<file path="src/sv/tcpf_pkg.sv">
// Shared constants, codes and types for the two-class priority FIFO.
package tcpf_pkg;

	// Sizing
	localparam int QUEUE_DEPTH = 16;
	localparam int VALUE_WIDTH = 32;
	localparam int STORE_W     = (VALUE_WIDTH < 32) ? VALUE_WIDTH : 32;
	localparam int FILL_W      = $clog2(QUEUE_DEPTH + 1);
	localparam int DATA_W      = 32;
	localparam int TOTAL_W     = 6;
	localparam int ADDR_W      = 3;

	// Operation codes
	localparam logic [1:0] OP_ENQ     = 2'd0;
	localparam logic [1:0] OP_DEQ     = 2'd1;
	localparam logic [1:0] OP_PEEK    = 2'd2;
	localparam logic [1:0] OP_PROMOTE = 2'd3;

	// Status codes
	localparam logic [1:0] ST_OK     = 2'd0;
	localparam logic [1:0] ST_EMPTY  = 2'd1;
	localparam logic [1:0] ST_FULL   = 2'd2;
	localparam logic [1:0] ST_SINGLE = 2'd3;

	// Register indexes
	localparam logic REG_DUAL_MODE = 1'b0;

	// Per-queue control for one cycle
	typedef struct packed {
		logic push;
		logic pop;
	} tcpf_qctl_t;

endpackage

</file>
<file path="src/sv/tcpf_cell.sv">
// One storage cell of a queue chain: loads a new value or takes its neighbor's.
module tcpf_cell (
	input  logic                        clk,
	input  logic                        load_en,
	input  logic                        shift_en,
	input  logic [tcpf_pkg::STORE_W-1:0] wdata,
	input  logic [tcpf_pkg::STORE_W-1:0] next_value,
	output logic [tcpf_pkg::STORE_W-1:0] value
);
	import tcpf_pkg::*;

	logic [STORE_W-1:0] value_q;

	// Load wins; otherwise shift toward the head on a pop
	always_ff @(posedge clk) begin
		if (load_en) begin
			value_q <= wdata;
		end else if (shift_en) begin
			value_q <= next_value;
		end
	end

	assign value = value_q;

endmodule

</file>
<file path="src/sv/tcpf_queue.sv">
// One FIFO built as a shift chain of cells; the head always sits in cell 0.
module tcpf_queue (
	input  logic                         clk,
	input  logic                         arst_n,
	input  tcpf_pkg::tcpf_qctl_t         ctl,
	input  logic [tcpf_pkg::STORE_W-1:0] wdata,
	output logic [tcpf_pkg::STORE_W-1:0] head_value,
	output logic [tcpf_pkg::FILL_W-1:0]  fill,
	output logic [tcpf_pkg::FILL_W-1:0]  fill_nx
);
	import tcpf_pkg::*;

	logic [STORE_W-1:0] cell_val [QUEUE_DEPTH];
	logic [FILL_W-1:0]  fill_q;
	logic [FILL_W-1:0]  tail_idx;

	// Tail slot after a simultaneous pop moves one place down
	assign tail_idx = ctl.pop ? (fill_q - FILL_W'(1)) : fill_q;

	// Cell row
	for (genvar i = 0; i < QUEUE_DEPTH; i++) begin : g_cell
		logic [STORE_W-1:0] nbr;
		if (i == QUEUE_DEPTH - 1) begin : g_last
			assign nbr = cell_val[i];
		end else begin : g_mid
			assign nbr = cell_val[i+1];
		end
		tcpf_cell u_cell (
			.clk        (clk),
			.load_en    (ctl.push && (tail_idx == FILL_W'(i))),
			.shift_en   (ctl.pop),
			.wdata      (wdata),
			.next_value (nbr),
			.value      (cell_val[i])
		);
	end

	// Fill count
	always_comb begin
		fill_nx = fill_q;
		if (ctl.push && !ctl.pop) begin
			fill_nx = fill_q + FILL_W'(1);
		end else if (ctl.pop && !ctl.push) begin
			fill_nx = fill_q - FILL_W'(1);
		end
	end

	always_ff @(posedge clk or negedge arst_n) begin
		if (!arst_n) begin
			fill_q <= '0;
		end else begin
			fill_q <= fill_nx;
		end
	end

	assign head_value = cell_val[0];
	assign fill       = fill_q;

endmodule

</file>
<file path="src/sv/two_class_priority_fifo_top.sv">
// Top level: two-class strict priority FIFO with APB mode register.
// Two queues of QUEUE_DEPTH entries, normal and urgent, each a chain of cells with the head
// in the first cell. Enqueue goes to urgent when the urgent bit is set in dual mode, else to
// normal; dequeue and peek serve urgent first; promote moves the normal head to the urgent
// tail. Each transaction yields one result (value, status, total count) held in an output
// register. One transaction is taken per cycle as long as the
// output side takes results; the only thing that holds input back is a full output register
// that is stalled. Full, empty and promote-in-single-mode return a status and change nothing.
// The dual_mode register (byte address 0, reset 1) must only be written while the block is idle.
module two_class_priority_fifo_top (
	input  logic                         clk,
	input  logic                         arst_n,
	// APB
	input  logic                         psel,
	input  logic                         penable,
	input  logic                         pwrite,
	input  logic [tcpf_pkg::ADDR_W-1:0]  paddr,
	input  logic [tcpf_pkg::DATA_W-1:0]  pwdata,
	output logic [tcpf_pkg::DATA_W-1:0]  prdata,
	output logic                         pready,
	// Input channel
	input  logic                         in_valid,
	output logic                         in_stall,
	input  logic [1:0]                   opcode,
	input  logic                         urgent,
	input  logic [31:0]                  payload,
	// Output channel
	output logic                         out_valid,
	input  logic                         out_stall,
	output logic [31:0]                  result_value,
	output logic [1:0]                   status,
	output logic [tcpf_pkg::TOTAL_W-1:0] total_count
);
	import tcpf_pkg::*;

	logic               dual_q;
	logic               in_acc;
	logic               out_acc;
	tcpf_qctl_t         n_ctl;
	tcpf_qctl_t         u_ctl;
	logic [STORE_W-1:0] n_head;
	logic [STORE_W-1:0] u_head;
	logic [STORE_W-1:0] u_wdata;
	logic [FILL_W-1:0]  n_fill;
	logic [FILL_W-1:0]  u_fill;
	logic [FILL_W-1:0]  n_fill_nx;
	logic [FILL_W-1:0]  u_fill_nx;
	logic               n_empty;
	logic               n_full;
	logic               u_empty;
	logic               u_full;
	logic [STORE_W-1:0] value_nx;
	logic [1:0]         status_nx;
	logic [TOTAL_W-1:0] total_nx;
	logic               out_valid_q;
	logic [31:0]        result_value_q;
	logic [1:0]         status_q;
	logic [TOTAL_W-1:0] total_q;

	// APB register access
	assign pready = 1'b1;
	assign prdata = (paddr[2] == REG_DUAL_MODE) ? DATA_W'(dual_q) : '0;

	always_ff @(posedge clk or negedge arst_n) begin
		if (!arst_n) begin
			dual_q <= 1'b1;
		end else if (psel && penable && pwrite && pready && (paddr[2] == REG_DUAL_MODE)) begin
			dual_q <= pwdata[0];
		end
	end

	// Handshakes
	assign in_stall = out_valid_q && out_stall;
	assign in_acc   = in_valid && !in_stall;
	assign out_acc  = out_valid_q && !out_stall;

	assign n_empty = (n_fill == '0);
	assign u_empty = (u_fill == '0);
	assign n_full  = (n_fill == FILL_W'(QUEUE_DEPTH));
	assign u_full  = (u_fill == FILL_W'(QUEUE_DEPTH));

	assign u_wdata = (opcode == OP_PROMOTE) ? n_head : payload[STORE_W-1:0];

	// Operation decode
	always_comb begin
		n_ctl     = '0;
		u_ctl     = '0;
		value_nx  = '0;
		status_nx = ST_OK;
		unique case (opcode)
			OP_ENQ: begin
				if (dual_q && urgent) begin
					if (u_full) status_nx = ST_FULL;
					else        u_ctl.push = in_acc;
				end else begin
					if (n_full) status_nx = ST_FULL;
					else        n_ctl.push = in_acc;
				end
			end
			OP_DEQ, OP_PEEK: begin
				priority if (dual_q && !u_empty) begin
					value_nx  = u_head;
					u_ctl.pop = in_acc && (opcode == OP_DEQ);
				end else if (n_empty) begin
					status_nx = ST_EMPTY;
				end else begin
					value_nx  = n_head;
					n_ctl.pop = in_acc && (opcode == OP_DEQ);
				end
			end
			OP_PROMOTE: begin
				priority if (!dual_q) begin
					status_nx = ST_SINGLE;
				end else if (n_empty) begin
					status_nx = ST_EMPTY;
				end else if (u_full) begin
					status_nx = ST_FULL;
				end else begin
					n_ctl.pop  = in_acc;
					u_ctl.push = in_acc;
				end
			end
			default: status_nx = ST_OK;
		endcase
	end

	// Count after this step
	assign total_nx = TOTAL_W'(n_fill_nx) + (dual_q ? TOTAL_W'(u_fill_nx) : TOTAL_W'(0));

	// Queues
	tcpf_queue u_normal (
		.clk        (clk),
		.arst_n     (arst_n),
		.ctl        (n_ctl),
		.wdata      (payload[STORE_W-1:0]),
		.head_value (n_head),
		.fill       (n_fill),
		.fill_nx    (n_fill_nx)
	);

	tcpf_queue u_urgent (
		.clk        (clk),
		.arst_n     (arst_n),
		.ctl        (u_ctl),
		.wdata      (u_wdata),
		.head_value (u_head),
		.fill       (u_fill),
		.fill_nx    (u_fill_nx)
	);

	// Result register
	always_ff @(posedge clk or negedge arst_n) begin
		if (!arst_n) begin
			out_valid_q <= 1'b0;
		end else if (in_acc) begin
			out_valid_q <= 1'b1;
		end else if (out_acc) begin
			out_valid_q <= 1'b0;
		end
	end

	always_ff @(posedge clk) begin
		if (in_acc) begin
			result_value_q <= 32'(value_nx);
			status_q       <= status_nx;
			total_q        <= total_nx;
		end
	end

	assign out_valid    = out_valid_q;
	assign result_value = result_value_q;
	assign status       = status_q;
	assign total_count  = total_q;

	// Checks
	a_fill_bound: assert property (@(posedge clk) disable iff (!arst_n)
		(n_fill <= FILL_W'(QUEUE_DEPTH)) && (u_fill <= FILL_W'(QUEUE_DEPTH)))
		else $error("queue fill count beyond depth");

	a_err_no_change: assert property (@(posedge clk) disable iff (!arst_n)
		(in_acc && (status_nx != ST_OK)) |=> ($stable(n_fill) && $stable(u_fill)))
		else $error("failed transaction changed a queue");

	a_result_follows: assert property (@(posedge clk) disable iff (!arst_n)
		in_acc |=> out_valid)
		else $error("accepted transaction produced no result");

	a_err_zero_value: assert property (@(posedge clk) disable iff (!arst_n)
		(out_valid && (status != ST_OK)) |-> (result_value == '0))
		else $error("nonzero value with error status");

endmodule
</file>
<file path="config.mk">
export PLATFORM = sky130hd
export DESIGN_NAME = two_class_priority_fifo_top
export DESIGN_NICKNAME = d
export VERILOG_FILES = /design/src/sv/tcpf_pkg.sv /design/src/sv/tcpf_cell.sv /design/src/sv/tcpf_queue.sv /design/src/sv/two_class_priority_fifo_top.sv
export SDC_FILE = /design/constraint.sdc
export NUM_CORES = 1
export LEC_CHECK = 0
export BUFFER_PORTS_ARGS = -buffer_cell sky130_fd_sc_hd__buf_2
export CORE_MARGIN = 8
export CORE_UTILIZATION = 40
export DETAILED_ROUTE_END_ITERATION = 7
export PLACE_DENSITY = 0.57
export REMOVE_ABC_BUFFERS = 1
export SLEW_MARGIN = 20
export SYNTH_ARGS = -nofsm -noshare
export SYNTH_HDL_FRONTEND = slang
export SYNTH_HIERARCHICAL = 1
export SYNTH_SLANG_ARGS = --single-unit
</file>
<file path="constraint.sdc">
create_clock -name clk -period 9 [get_ports clk]
set_input_delay 0.45 -clock clk [delete_from_list [all_inputs] [get_ports clk]]
set_output_delay 0.45 -clock clk [all_outputs]
set_load 0.05 [all_outputs]
</file>
Yosys cells after proc, flatten, opt, wreduce, memory -nomap -nowiden
Index checks and enable logic that the tools add are counted.

Bits in registers: 1076. Input bits: 77. Output and inout port bits: 75. Logic and storage cells: 263.

$add $sub $neg: 5. Eq/ne operators: 35. Multiplexer cells: 94. Bitwise operators: 1. Reduce and logical (&&, ||, !) cells: 89.

Operators by type and width (number): 32-bit 2-to-1 mux (63); 5-bit by 4-bit equality test with 1-bit output, second input constant (16); 2-bit nonzero test (31); 1-bit logical AND (45); 5-bit by 3-bit equality test with 1-bit output, second input constant (8); 5-bit 2-to-1 mux (7); 5-bit by 2-bit equality test with 1-bit output, second input constant (4); 5-bit logical NOT (4); 1-bit 2-to-1 mux (16); 5-bit by 1-bit adder with 5-bit output, second input constant (2); 5-bit by 1-bit equality test with 1-bit output, second input constant (2); 5-bit equality test, second input constant (2); 2-bit 2-to-1 mux (5); 5-bit by 1-bit subtractor with 5-bit output, second input constant (2); 1-bit logical NOT (7); 5-bit by 5-bit adder with 6-bit output (1); 2-bit one-hot mux with 3 select lines (1); 2-bit equality test, second input constant (2); 1-bit one-hot mux with 2 select lines (2); 2-bit by 1-bit equality test with 1-bit output, second input constant (1); 2-bit logical NOT (1); 2-bit OR reduction (1); 1-bit NOT (1).

Longest topological paths before layout
Gate-level depths: netlist of the first run.

Depth after elaboration: 13. Mapped depth: 15. Depth with buffers taken out: 13.

Modules after synthesis
Netlist of the first run, hierarchy kept.

By module, submodules not included: tcpf_cell (instances 32, cells each 69, area an instance 1507.7 µm², sequential area each 960.9 µm²); two_class_priority_fifo_top (instances 1, cells each 282, area an instance 3020.4 µm², sequential area each 1252.5 µm²); tcpf_queue (u_urgent) (instances 1, cells each 85, area an instance 715.7 µm², sequential area each 125.1 µm²); tcpf_queue (u_normal) (instances 1, cells each 85, area an instance 673.1 µm², sequential area each 125.1 µm²).

Worst setup path before layout of the first run
OpenSTA, ideal clock, no wires.

Path kind: reg-to-reg. Start: register out_valid_q (netlist: out_valid). End: register u_normal.g_cell[14].u_cell.value_q[0], enable pin. Library setup time: 0.390 ns. Arrival time: 6.978 ns. Required time: 8.610 ns. Path slack: 1.632 ns. Cell stages (with the launch flop): 13. Buffers on the path: 4. Clock period less this slack: 7.368 ns. Path through: dfrtp_1 a21boi_0 nand2_1 or3b_2 a21oi_1 buf_2 buf_2 nand2_1 a211o_1 a211oi_1 buf_6 buf_12 or2_1.

RTL lines: start, declared (RTL line two_class_priority_fifo_top.sv:55) `logic out_valid_q;`; start signal, assigned (RTL line two_class_priority_fifo_top.sv:154) `out_valid_q <= 1'b0;`; start signal, assigned (RTL line two_class_priority_fifo_top.sv:156) `out_valid_q <= 1'b1;`; start signal, assigned (RTL line two_class_priority_fifo_top.sv:158) `out_valid_q <= 1'b0;`; end signal, assigned (RTL line tcpf_cell.sv:17) `value_q <= wdata;`; end signal, assigned (RTL line tcpf_cell.sv:19) `value_q <= next_value;`; end, declared (RTL line tcpf_cell.sv:12) `logic [STORE_W-1:0] value_q;`.

==> results.toml, run 1 <==
[status]
status = "finished clean"

[floorplan]
ios = 152
fp.coreArea_mm2 = 0.131
row_count = 133
initial_utilization_pct = 40.2
die_y_um = 379
dieArea_mm2 = 0.144
die_x_um = 379

[routing]
totalWireLength_mm = 95.8
dr.pass1.iters = 5
num_vias = 22900
wl_per_cell_um = 20.7
vias_per_cell = 4.95
drt_iter0_markers = 1551
drc_errors = 0
ant_nets = 0

[clock_tree]
cts_tree = "done"
cts-root-buf = "clkbuf_16"
cts-resized-gates = 0
cts_setup_buffers = 0
clock-sinks = 1076
numCtsBuffers = 114
htreeDepth = 3
hold_buffers = 4
cts_buffer_depth = 3
clk_latency_ns = 0.74
cts.clk_slew.worst_paths_ns = 0.06

[logic_synthesis]
synth_cell_types = 72
synth_top_family_by_area = "multiplexers"
syn_area_per_cell_um2 = 19.8
seq_area_frac_synth_pct = 61.3
synth-edff-count = 1064
synth_area_mm2 = 0.0527
synthCells = 2660
synthAdderAreaFrac_pct = 0.323
synthArstFlopShare_pct = 1.12
synth_compound_area_share_pct = 1.69
synth_xor_area_share_pct = 0.166
synth.mux.area_fraction_pct = 29.3
synth_seq_cells = 1076
ys.flop_type = "edfxtp_1"
synth-simple-area-share_pct = 2.00
yosysWarnings = 6

[setup_path]
crit_type = "flip-flop to flip-flop"
cp_max_fo = 36
r2r.worst_path.cells = 11
critPathRequiredTime_ns = 9.39
rrSetupSlack_ns = 3.54
start_kind = "flip-flop"
crit_path_end_kind = "flip-flop"
reg2reg_to = "u_normal/g_cell[0].u_cell/value[11]"
cp.arrival_ns = 5.85
r2r_start = "u_urgent/fill[0]"

[sta]
fin_crit_ns = 5.46
drv_slew = 0
setup_viol = 0
relSlewSlack_pct = 29.0
hold_viol = 0
finalCritPeriodShare_pct = 60.7
grt_setup_unrepaired = "false"
fin_skew_ns = 0.0651
hold_ws_ns = 0.0846
max_clock_freq_mhz = 183
setup_ws_ns = 3.54
worst_pin_slew_ns = 1.06

[cells_and_area]
drive_gt1_share_pct = 50.5
syn2layout_area_growth_pct = 9.01
final_net_count = 2874

[power]
peakVddDrop_uv = 162
leakagePower_nw = 20.2
p_int_w = 0.00892
switchingPower_w = 0.00303
power_frac_seq_pct = 49.5
clockPowerShare_pct = 38.6
finalPower_w = 0.0120
p_comb_share_pct = 11.9
switching_share_pct = 25.4
powerDensity_mw_per_mm2 = 208

[place]
dpl_worst_slack_ns = 3.33
hpwl_mm = 64.4
portBuffers = 86
gp_congestion = 0.775

[global_routing]
grt_pass1_vias = 24300
antenna_found_initial = 5
grt_pass1_wl_mm = 149
grt_overflow = 0
grt_usage_pct = 13.2
grt_max_degree = 44

[worst_hold_path]
hold_depth = 3
worstHoldStart = "pwrite"
min_to = "dual_q"
hold_class = "input port to flip-flop"

[flow_run]
max_cap_violations = 0
-- through the flow --
step                      setup TNS [ns]  util [%]  instance area [um^2]  cells
after floorplan                 -3825.36         -                 50000   2495
after global placement                 0      40.9                 53600   4414
after detailed placement               0      40.9                 53600   4417
after CTS                              0      43.8                 57400   4635
after global routing                   0      43.8                 57400   4637
final                                  0      43.8                 57400   4638
-- how the worst max path moves through the flow --
stage,startpoint,to,slack [ns],cells past startpoint
after floorplan,out_valid,u_urgent/g_cell[12].u_cell/value[0],-2.89,7
after global placement,opcode[0],u_urgent/g_cell[1].u_cell/value[29],3.32,11
after detailed placement,opcode[0],u_urgent/g_cell[2].u_cell/value[8],3.33,11
after CTS,out_valid,u_urgent/g_cell[2].u_cell/value[31],3.49,11
after global routing,u_urgent/fill[0],u_normal/g_cell[0].u_cell/value[11],3.16,11
final,u_urgent/fill[0],u_normal/g_cell[0].u_cell/value[11],3.54,11
-- cell families after synthesis --
| family | after synthesis |
|---|---|
| AOI/OAI and AO/OA | 109 |
| other | 2 |
| adders and majority gates | 13 |
| and+or+nand+nor | 183 |
| muxes | 1060 |
| xor gates and xnor gates | 10 |
| buffers and inverters | 207 |
| DFF | 1076 |
-- state kept, by name, indices dropped and copies added (netlist names) --
name	flops
u_normal/g_cell.u_cell/value	512
u_urgent/g_cell.u_cell/value	512
result_value	32
total_count	6
u_normal/fill	5
u_urgent/fill	5
status	2
dual_q	1
out_valid	1
-- placed cells by master (no fill, tap or decap), drive strengths merged, types with 4 or more instances in the layout --
| cell | instances |
|---|---|
| a21oi | 7 |
| inv | 14 |
| buf | 169 |
| and2 | 7 |
| nand2 | 41 |
| a31oi | 14 |
| conb | 32 |
| mux2 | 1059 |
| bufinv | 11 |
| edfxtp | 1064 |
| o21ai | 9 |
| dfrtp | 11 |
| nand2b | 4 |
| or2 | 33 |
| clkinv | 65 |
| dlygate4sd3 | 4 |
| a211oi | 20 |
| and3b | 4 |
| nor2b | 5 |
| nor3 | 9 |
| xnor2 | 9 |
| nor2 | 6 |
| nor3b | 6 |
| clkbuf | 135 |
| a21boi | 34 |
| ha | 12 |
| nor4 | 11 |
| nand3 | 35 |
-- routing by layer --
layer  vias up  track usage (%)  wire length, um
li1      10500                -                -
met1     11800             17.6            43200
met2       469             21.8            45300
met3       168             2.70             4700
met4         0             3.93             2630
met5         -                0                0
-- critical path, cell delays in order (launching register included) --
cell,delay (ns)
dfrtp_1,0.57
or4_4,0.61
o21ai_4,0.66
nand3_1,0.21
a21oi_2,0.20
buf_4,0.35
and4bb_1,0.27
mux2_4,0.47
a211oi_4,0.26
buf_4,0.52
or2_1,0.62
buf_4,0.38
-- Yosys cell counts, drive strengths merged (3+ instances only) --
master	number	share of area [%]
a211oi	20	0.29
a21boi	34	0.64
a21oi	7	0.067
a311oi	3	0.074
a31oi	14	0.17
and2	7	0.083
and3	3	0.036
and3b	4	0.067
and4	3	0.050
buf	183	5.1
clkbuf	12	0.093
dfrtp	11	0.52
edfxtp	1064	61
ha	12	0.29
inv	12	0.086
mux2	1059	29
nand2	41	0.29
nand2b	4	0.048
nand3	35	0.33
nor2	6	0.043
nor2b	5	0.059
nor3	9	0.086
nor3b	6	0.086
nor4	11	0.14
o211ai	3	0.043
o21ai	9	0.11
o21ba	3	0.057
or2	33	0.39
xnor2	9	0.15
-- cell type report --
class | count | area [um^2]
repair buffers | 173 | 1110
inverters | 12 | 45.0
fillers | 11400 | 73700
multi-input cells | 1407 | 18100
well taps | 1755 | 2200
clock inverters | 79 | 754
diodes | 1 | 2.50
flip-flops and latches | 1076 | 32300
clock buffers | 135 | 2950
-- power by group through the flow --
stage               clock (W)  combinational (W)  sequential, W
detailed placement          0            0.00142        0.00601
finish                0.00462            0.00142        0.00591
floorplan                   0           0.000833        0.00608
global placement            0            0.00138        0.00599
global route          0.00495            0.00152        0.00594
CTS                   0.00478            0.00143        0.00591
Power figures use the tool's default switching activity.
==> run 2: changes to the inputs <==
Settings changed: ABC_AREA set to 1, PLACE_DENSITY 0.57 to 0.59.
Clock period 9 ns to 4.7 ns, I/O delays scaled along.
==> run 2 against run 1 <==
  * Clock skew decreased by 0.0036 ns
  * Wire length increased by 2.5%
  * Design area decreased by 6.7%
  * Setup slack worse by 2.7 ns
  * Global-route usage increased by 0.99 points
  * First-iteration DRC count increased by 34%
  * Largest power group unchanged
  * Die area decreased by 6.1%
  * Critical path depth increased by 2
  * Clock power rose by 87%
==> results.toml, run 2 <==
[power]
powerDensity_mw_per_mm2 = 418
finalPower_w = 0.0224
leakagePower_nw = 22.4
peakVddDrop_uv = 331

[floorplan]
die_y_um = 367
ios = 152
initial_utilization_pct = 40.1
row_count = 129
fp.coreArea_mm2 = 0.123
dieArea_mm2 = 0.135
die_x_um = 367

[sta]
grt_setup_unrepaired = "false"
relSlewSlack_pct = 26.1
finalCritPeriodShare_pct = 81.9
setup_ws_ns = 0.850
fin_crit_ns = 3.85
hold_ws_ns = 0.0835
fin_skew_ns = 0.0614
setup_viol = 0
max_clock_freq_mhz = 260
drv_slew = 0
hold_viol = 0
setup_tns_ns = 0
worst_pin_slew_ns = 1.11

[clock_tree]
clk_latency_ns = 0.71
htreeDepth = 3
cts.clk_slew.worst_paths_ns = 0.07
cts_buffer_depth = 3
clock-sinks = 1076
numCtsBuffers = 113
cts_tree = "done"
cts-root-buf = "clkbuf_16"

[routing]
drt_iter0_markers = 2077
dr.pass1.iters = 5
num_vias = 30800
totalWireLength_mm = 98.2
drc_errors = 0
wl_per_cell_um = 14.6
vias_per_cell = 4.60
ant_nets = 0

[setup_path]
crit_path_end_kind = "flip-flop"
cp.arrival_ns = 4.15
critPathMostFrequentCell = "nand3_1"
crit_type = "flip-flop to flip-flop"
start_kind = "flip-flop"
cp_max_fo = 33
max_stage_delay_ns = 0.64
critPathRequiredTime_ns = 5.00
crit_path_top_delay_cell = "or2_2"
crit_chain = "nor2_4 > nand3_4 > nand2_8 > nand3_1 > a21oi_2 > buf_4 > inv_1 > nand2_1 > nand3_1 > nor2_1 > nand2_2 > nor2_2 > or2_2"

[logic_synthesis]
synth_compound_area_share_pct = 0.820
seq_area_frac_synth_pct = 65.4
synthTopCellsByCount = "3249 x nand2_1, 1064 x edfxtp_1, 131 x buf_4, 129 x buf_6, 70 x nand3_1"
ys.flop_type = "edfxtp_1"
synth.mux.area_fraction_pct = 0
synth-edff-count = 1064
synth_top_area_share_pct = 64.8
yosysTopAreaCell = "edfxtp_1"
synth-simple-area-share_pct = 27.4
synthCells = 4966
synthTopCellsByArea = "edfxtp_1 65%, nand2_1 25%, buf_6 2.9%"
synth_area_mm2 = 0.0493
synth_cell_types = 37
synth_top_family_by_area = "simple AND/OR/NAND/NOR gates"
synthAdderAreaFrac_pct = 0.345
yosysWarnings = 6
synth_seq_cells = 1076
yosysMostFrequentCell = "nand2_1"
synthArstFlopShare_pct = 1.12
syn_area_per_cell_um2 = 9.93
synth_xor_area_share_pct = 0.0888

[place]
dpl_worst_slack_ns = 0.896
place_area_mm2 = 0.0498
gp_congestion = 0.780
hpwl_mm = 68.0
portBuffers = 86

[cells_and_area]
fill_cells = 11300
final_net_count = 5070
final_cell_mix = "3249 x nand2_1, 1064 x edfxtp_1, 114 x clkbuf_16"
fin_area_mm2 = 0.0535
num_antenna_cells = 0
syn2layout_area_growth_pct = 8.58
drive_gt1_share_pct = 9.47
final_common_cell = "nand2_1"

[global_routing]
antenna_found_initial = 0
grt_max_degree = 41
grt_pass1_vias = 28800
grt_pass1_wl_mm = 157
grt_overflow = 0
grt_usage_pct = 14.2

[status]
status = "finished clean"

[flow_run]
max_cap_violations = 0

[worst_hold_path]
hold_class = "input port to flip-flop"
## run 2: cell types whose count changed in the layout (fill, tap and decap cells not counted), moves of 33 or more
cell / before / now
nor2_2: 0 / 35
mux2_2: 129 / 0
mux2_4: 930 / 0
nand3_1: 35 / 70
or2_2: 1 / 34
nand2_1: 41 / 3249
## run 2: cell type report
type	count	area [um^2]	share of cell area [%]
clock buffers	139	2950	5.50
flip-flops and latches	1076	32300	60.3
clock inverters	66	648	1.21
multi-input cells	3562	14300	26.7
well taps	1637	2050	3.83
repair buffers	152	961	1.80
inverters	75	362	0.676
## run 2: path summary, 6_finish.rpt
path	endpoint	from	slack [ns]	cells past startpoint
worst max-delay path	u_normal/g_cell[15].u_cell/value[14]	u_urgent/fill[2]	0.85	13
worst min-delay path	u_normal/g_cell[0].u_cell/value[11]	payload[11]	0.08	3
worst max register to register	u_normal/g_cell[15].u_cell/value[14]	u_urgent/fill[2]	0.85	13
worst min register to register	u_normal/g_cell[2].u_cell/value[27]	u_normal/g_cell[3].u_cell/value[27]	0.45	2
max in group asynchronous	u_normal/fill[4]	arst_n	3.20	4
min in group asynchronous	dual_q	arst_n	0.56	3
## run 2: worst max-delay path: cells and delay by family, from the launching register on
family,cells,cell delay [ns]
AO/OA/AOI/OAI,1,0.22
AND/OR/NAND/NOR,10,2.28
buffers and inverters,2,0.40
flip-flops,1,0.50
## run 2: where the power goes
part | total [W] | switching, W | leakage [nW] | internal [W]
clock | 0.00865 | 0.00365 | 1.74 | 0.00499
combinational | 0.00240 | 0.00183 | 10.9 | 0.000572
sequential | 0.0113 | 0.000212 | 9.81 | 0.0111
## run 2: routing by layer
| metal | wire, um | vias up | track usage, % |
|---|---|---|---|
| met5 | 0 | - | 0 |
| met4 | 3600 | 0 | 5.40 |
| met3 | 5480 | 169 | 2.69 |
| met2 | 46000 | 667 | 24.0 |
| met1 | 43100 | 14000 | 18.2 |
| li1 | - | 16000 | - |
## run 2: repair_timing
action | CTS | global route
setup buffers | 0 | 0
endpoints found under the hold margin | 15 | 0
gates resized for setup | 0 | 0
endpoints found under the setup margin | 0 | 0
hold buffers | 9 | 0
## run 2: cells by family (layout without fill, tap and decap cells)
| logic type | after synthesis | count (layout) |
|---|---|---|
| compound gates | 53 | 53 |
| xor+xnor | 5 | 5 |
| fa+ha+maj | 13 | 13 |
| buf+inv | 358 | 432 |
| flops | 1076 | 1076 |
| other cells | 2 | 32 |
| simple gates | 3459 | 3459 |
## run 2: through the flow
stage	instances	util, %
global route	6707	43.5
global placement	6493	40.5
CTS	6707	43.5
finish	6707	43.5
floorplan	4713	-
detailed placement	6493	40.5
==> run 3: changes to the inputs <==
Settings changed: PLACE_DENSITY 0.59 to 0.57.
Clock period 4.7 ns to 3.93 ns, I/O delays scaled along.
==> run 3 against run 2 <==
  * Clock power increased by 20%
  * Register-to-register slack got worse by 0.41 ns
  * Combinational power rose by 22%
  * Die area unchanged
  * Clock skew fell by 0.024 ns
  * First-iteration DRC count increased by 1.3%
==> results.toml, run 3 (synthesized netlist as in run 2, its figures left out) <==
[status]
status = "finished clean"

[clock_tree]
numCtsBuffers = 114
clock-sinks = 1076
cts-resized-gates = 0
cts_buffer_depth = 3
hold_buffers = 20
cts.clk_slew.worst_paths_ns = 0.06
htreeDepth = 3
cts-root-buf = "clkbuf_16"
cts_setup_buffers = 0
cts_tree = "done"
clk_latency_ns = 0.71

[setup_path]
cp_max_fo = 35
rrSetupSlack_ns = 0.44
start_kind = "flip-flop"
r2r_start = "dual_q"
cp.arrival_ns = 3.92
reg2reg_to = "u_urgent/g_cell[15].u_cell/value[17]"
critPathMostFrequentCell = "nand2_1"
crit_path_end_kind = "flip-flop"
critPathRequiredTime_ns = 4.36
max_stage_delay_ns = 0.70
crit_path_top_delay_cell = "dfstp_2"
crit_type = "flip-flop to flip-flop"
crit_chain = "nand2_8 > nor3_2 > inv_1 > nand2_1 > nand3_1 > nor2_1 > nand2_1 > nor2_2 > buf_4 > inv_4 > nand2_1 > nand2_1"
r2r.worst_path.cells = 12

[routing]
dr.pass1.iters = 5
totalWireLength_mm = 100
vias_per_cell = 4.55
drc_errors = 0
drt_iter0_markers = 2105
num_vias = 30700
ant_nets = 0
wl_per_cell_um = 14.9

[cells_and_area]
final_net_count = 5101
syn2layout_area_growth_pct = 9.34
drive_gt1_share_pct = 9.89
fin_cells = 6744
final_cell_mix = "3249 x nand2_1, 1064 x edfxtp_1, 115 x clkbuf_16"
fill_cells = 11400
finish.utilization_pct = 43.8
num_antenna_cells = 0
final_common_cell = "nand2_1"

[place]
dp_cells = 6512
hpwl_mm = 69.9
gp_congestion = 0.815
dpl_worst_slack_ns = 0.501
portBuffers = 86

[sta]
setup_viol = 0
setup_ws_ns = 0.441
relSlewSlack_pct = 26.3
hold_viol = 0
fin_skew_ns = 0.0373
max_clock_freq_mhz = 287
hold_ws_ns = 0.0508
fin_crit_ns = 3.49
worst_pin_slew_ns = 1.10
finalCritPeriodShare_pct = 88.8
setup_tns_ns = 0
grt_setup_unrepaired = "false"
drv_slew = 0

[global_routing]
grt_usage_pct = 14.7
grt_max_degree = 41
grt_pass1_vias = 28900
grt_pass1_wl_mm = 161
grt_overflow = 0
antenna_found_initial = 0

[worst_hold_path]
hold_depth = 3
min_to = "u_normal/g_cell[14].u_cell/value[3]"
hold_class = "input port to flip-flop"
worstHoldStart = "payload[3]"

[flow_run]
max_cap_violations = 0

[floorplan]
row_count = 129
initial_utilization_pct = 40.1
die_x_um = 367
die_y_um = 367
ios = 152
dieArea_mm2 = 0.135
fp.coreArea_mm2 = 0.123

[power]
powerDensity_mw_per_mm2 = 498
switching_share_pct = 25.4
p_comb_share_pct = 10.9
power_frac_seq_pct = 50.5
peakVddDrop_uv = 402
p_int_w = 0.0200
switchingPower_w = 0.00683
clockPowerShare_pct = 38.6
leakagePower_nw = 22.6
==> run 3: power by group through the flow <==
| stage | sequential, W | clock (W) | combinational (W) |
|---|---|---|---|
| 3_3_place_gp | 0.0138 | 0 | 0.00288 |
| 2_1_floorplan | 0.0140 | 0 | 0.00167 |
| 5_1_grt | 0.0136 | 0.0111 | 0.00325 |
| 3_5_place_dp | 0.0138 | 0 | 0.00292 |
| 6_report | 0.0136 | 0.0104 | 0.00293 |
| 4_1_cts | 0.0136 | 0.0107 | 0.00295 |
==> run 3: per-layer routing <==
metal	track usage [%]	routed length, um
met5	0	0
met4	4.23	2550
met3	2.37	4980
met2	24.8	47200
met1	19.6	45600
==> run 3: worst max path at each step <==
stage	start	to	depth (start not counted)
after floorplan	dual_q	u_urgent/g_cell[11].u_cell/value[0]	9
final	dual_q	u_urgent/g_cell[15].u_cell/value[17]	12
after global placement	dual_q	u_urgent/g_cell[15].u_cell/value[29]	12
after CTS	u_urgent/fill[1]	u_normal/g_cell[14].u_cell/value[11]	14
after global routing	u_urgent/fill[2]	u_normal/g_cell[14].u_cell/value[15]	14
after detailed placement	u_urgent/fill[1]	u_normal/g_cell[14].u_cell/value[11]	14
==> run 3: critical path: cells and delay by family, from the launching register on <==
kind	cells	cell delay, ns
flops	1	0.70
buf+inv	3	0.82
simple gates	9	1.67
==> run 3: layout make-up <==
type | count | area [um^2] | area share [%]
clock buffer | 141 | 2980 | 5.52
inverter | 75 | 362 | 0.671
multi-input combinational | 3562 | 14300 | 26.5
clock inverter | 71 | 644 | 1.20
sequential | 1076 | 32300 | 59.8
tap | 1637 | 2050 | 3.80
timing repair buffer | 182 | 1310 | 2.44
==> run 3: stage by stage <==
stage | total power (W) | area [um^2]
5_1_grt | 0.0280 | 53900
2_1_floorplan | 0.0157 | 46800
3_3_place_gp | 0.0167 | 50100
6_report | 0.0269 | 53900
4_1_cts | 0.0272 | 53900
3_5_place_dp | 0.0167 | 50100
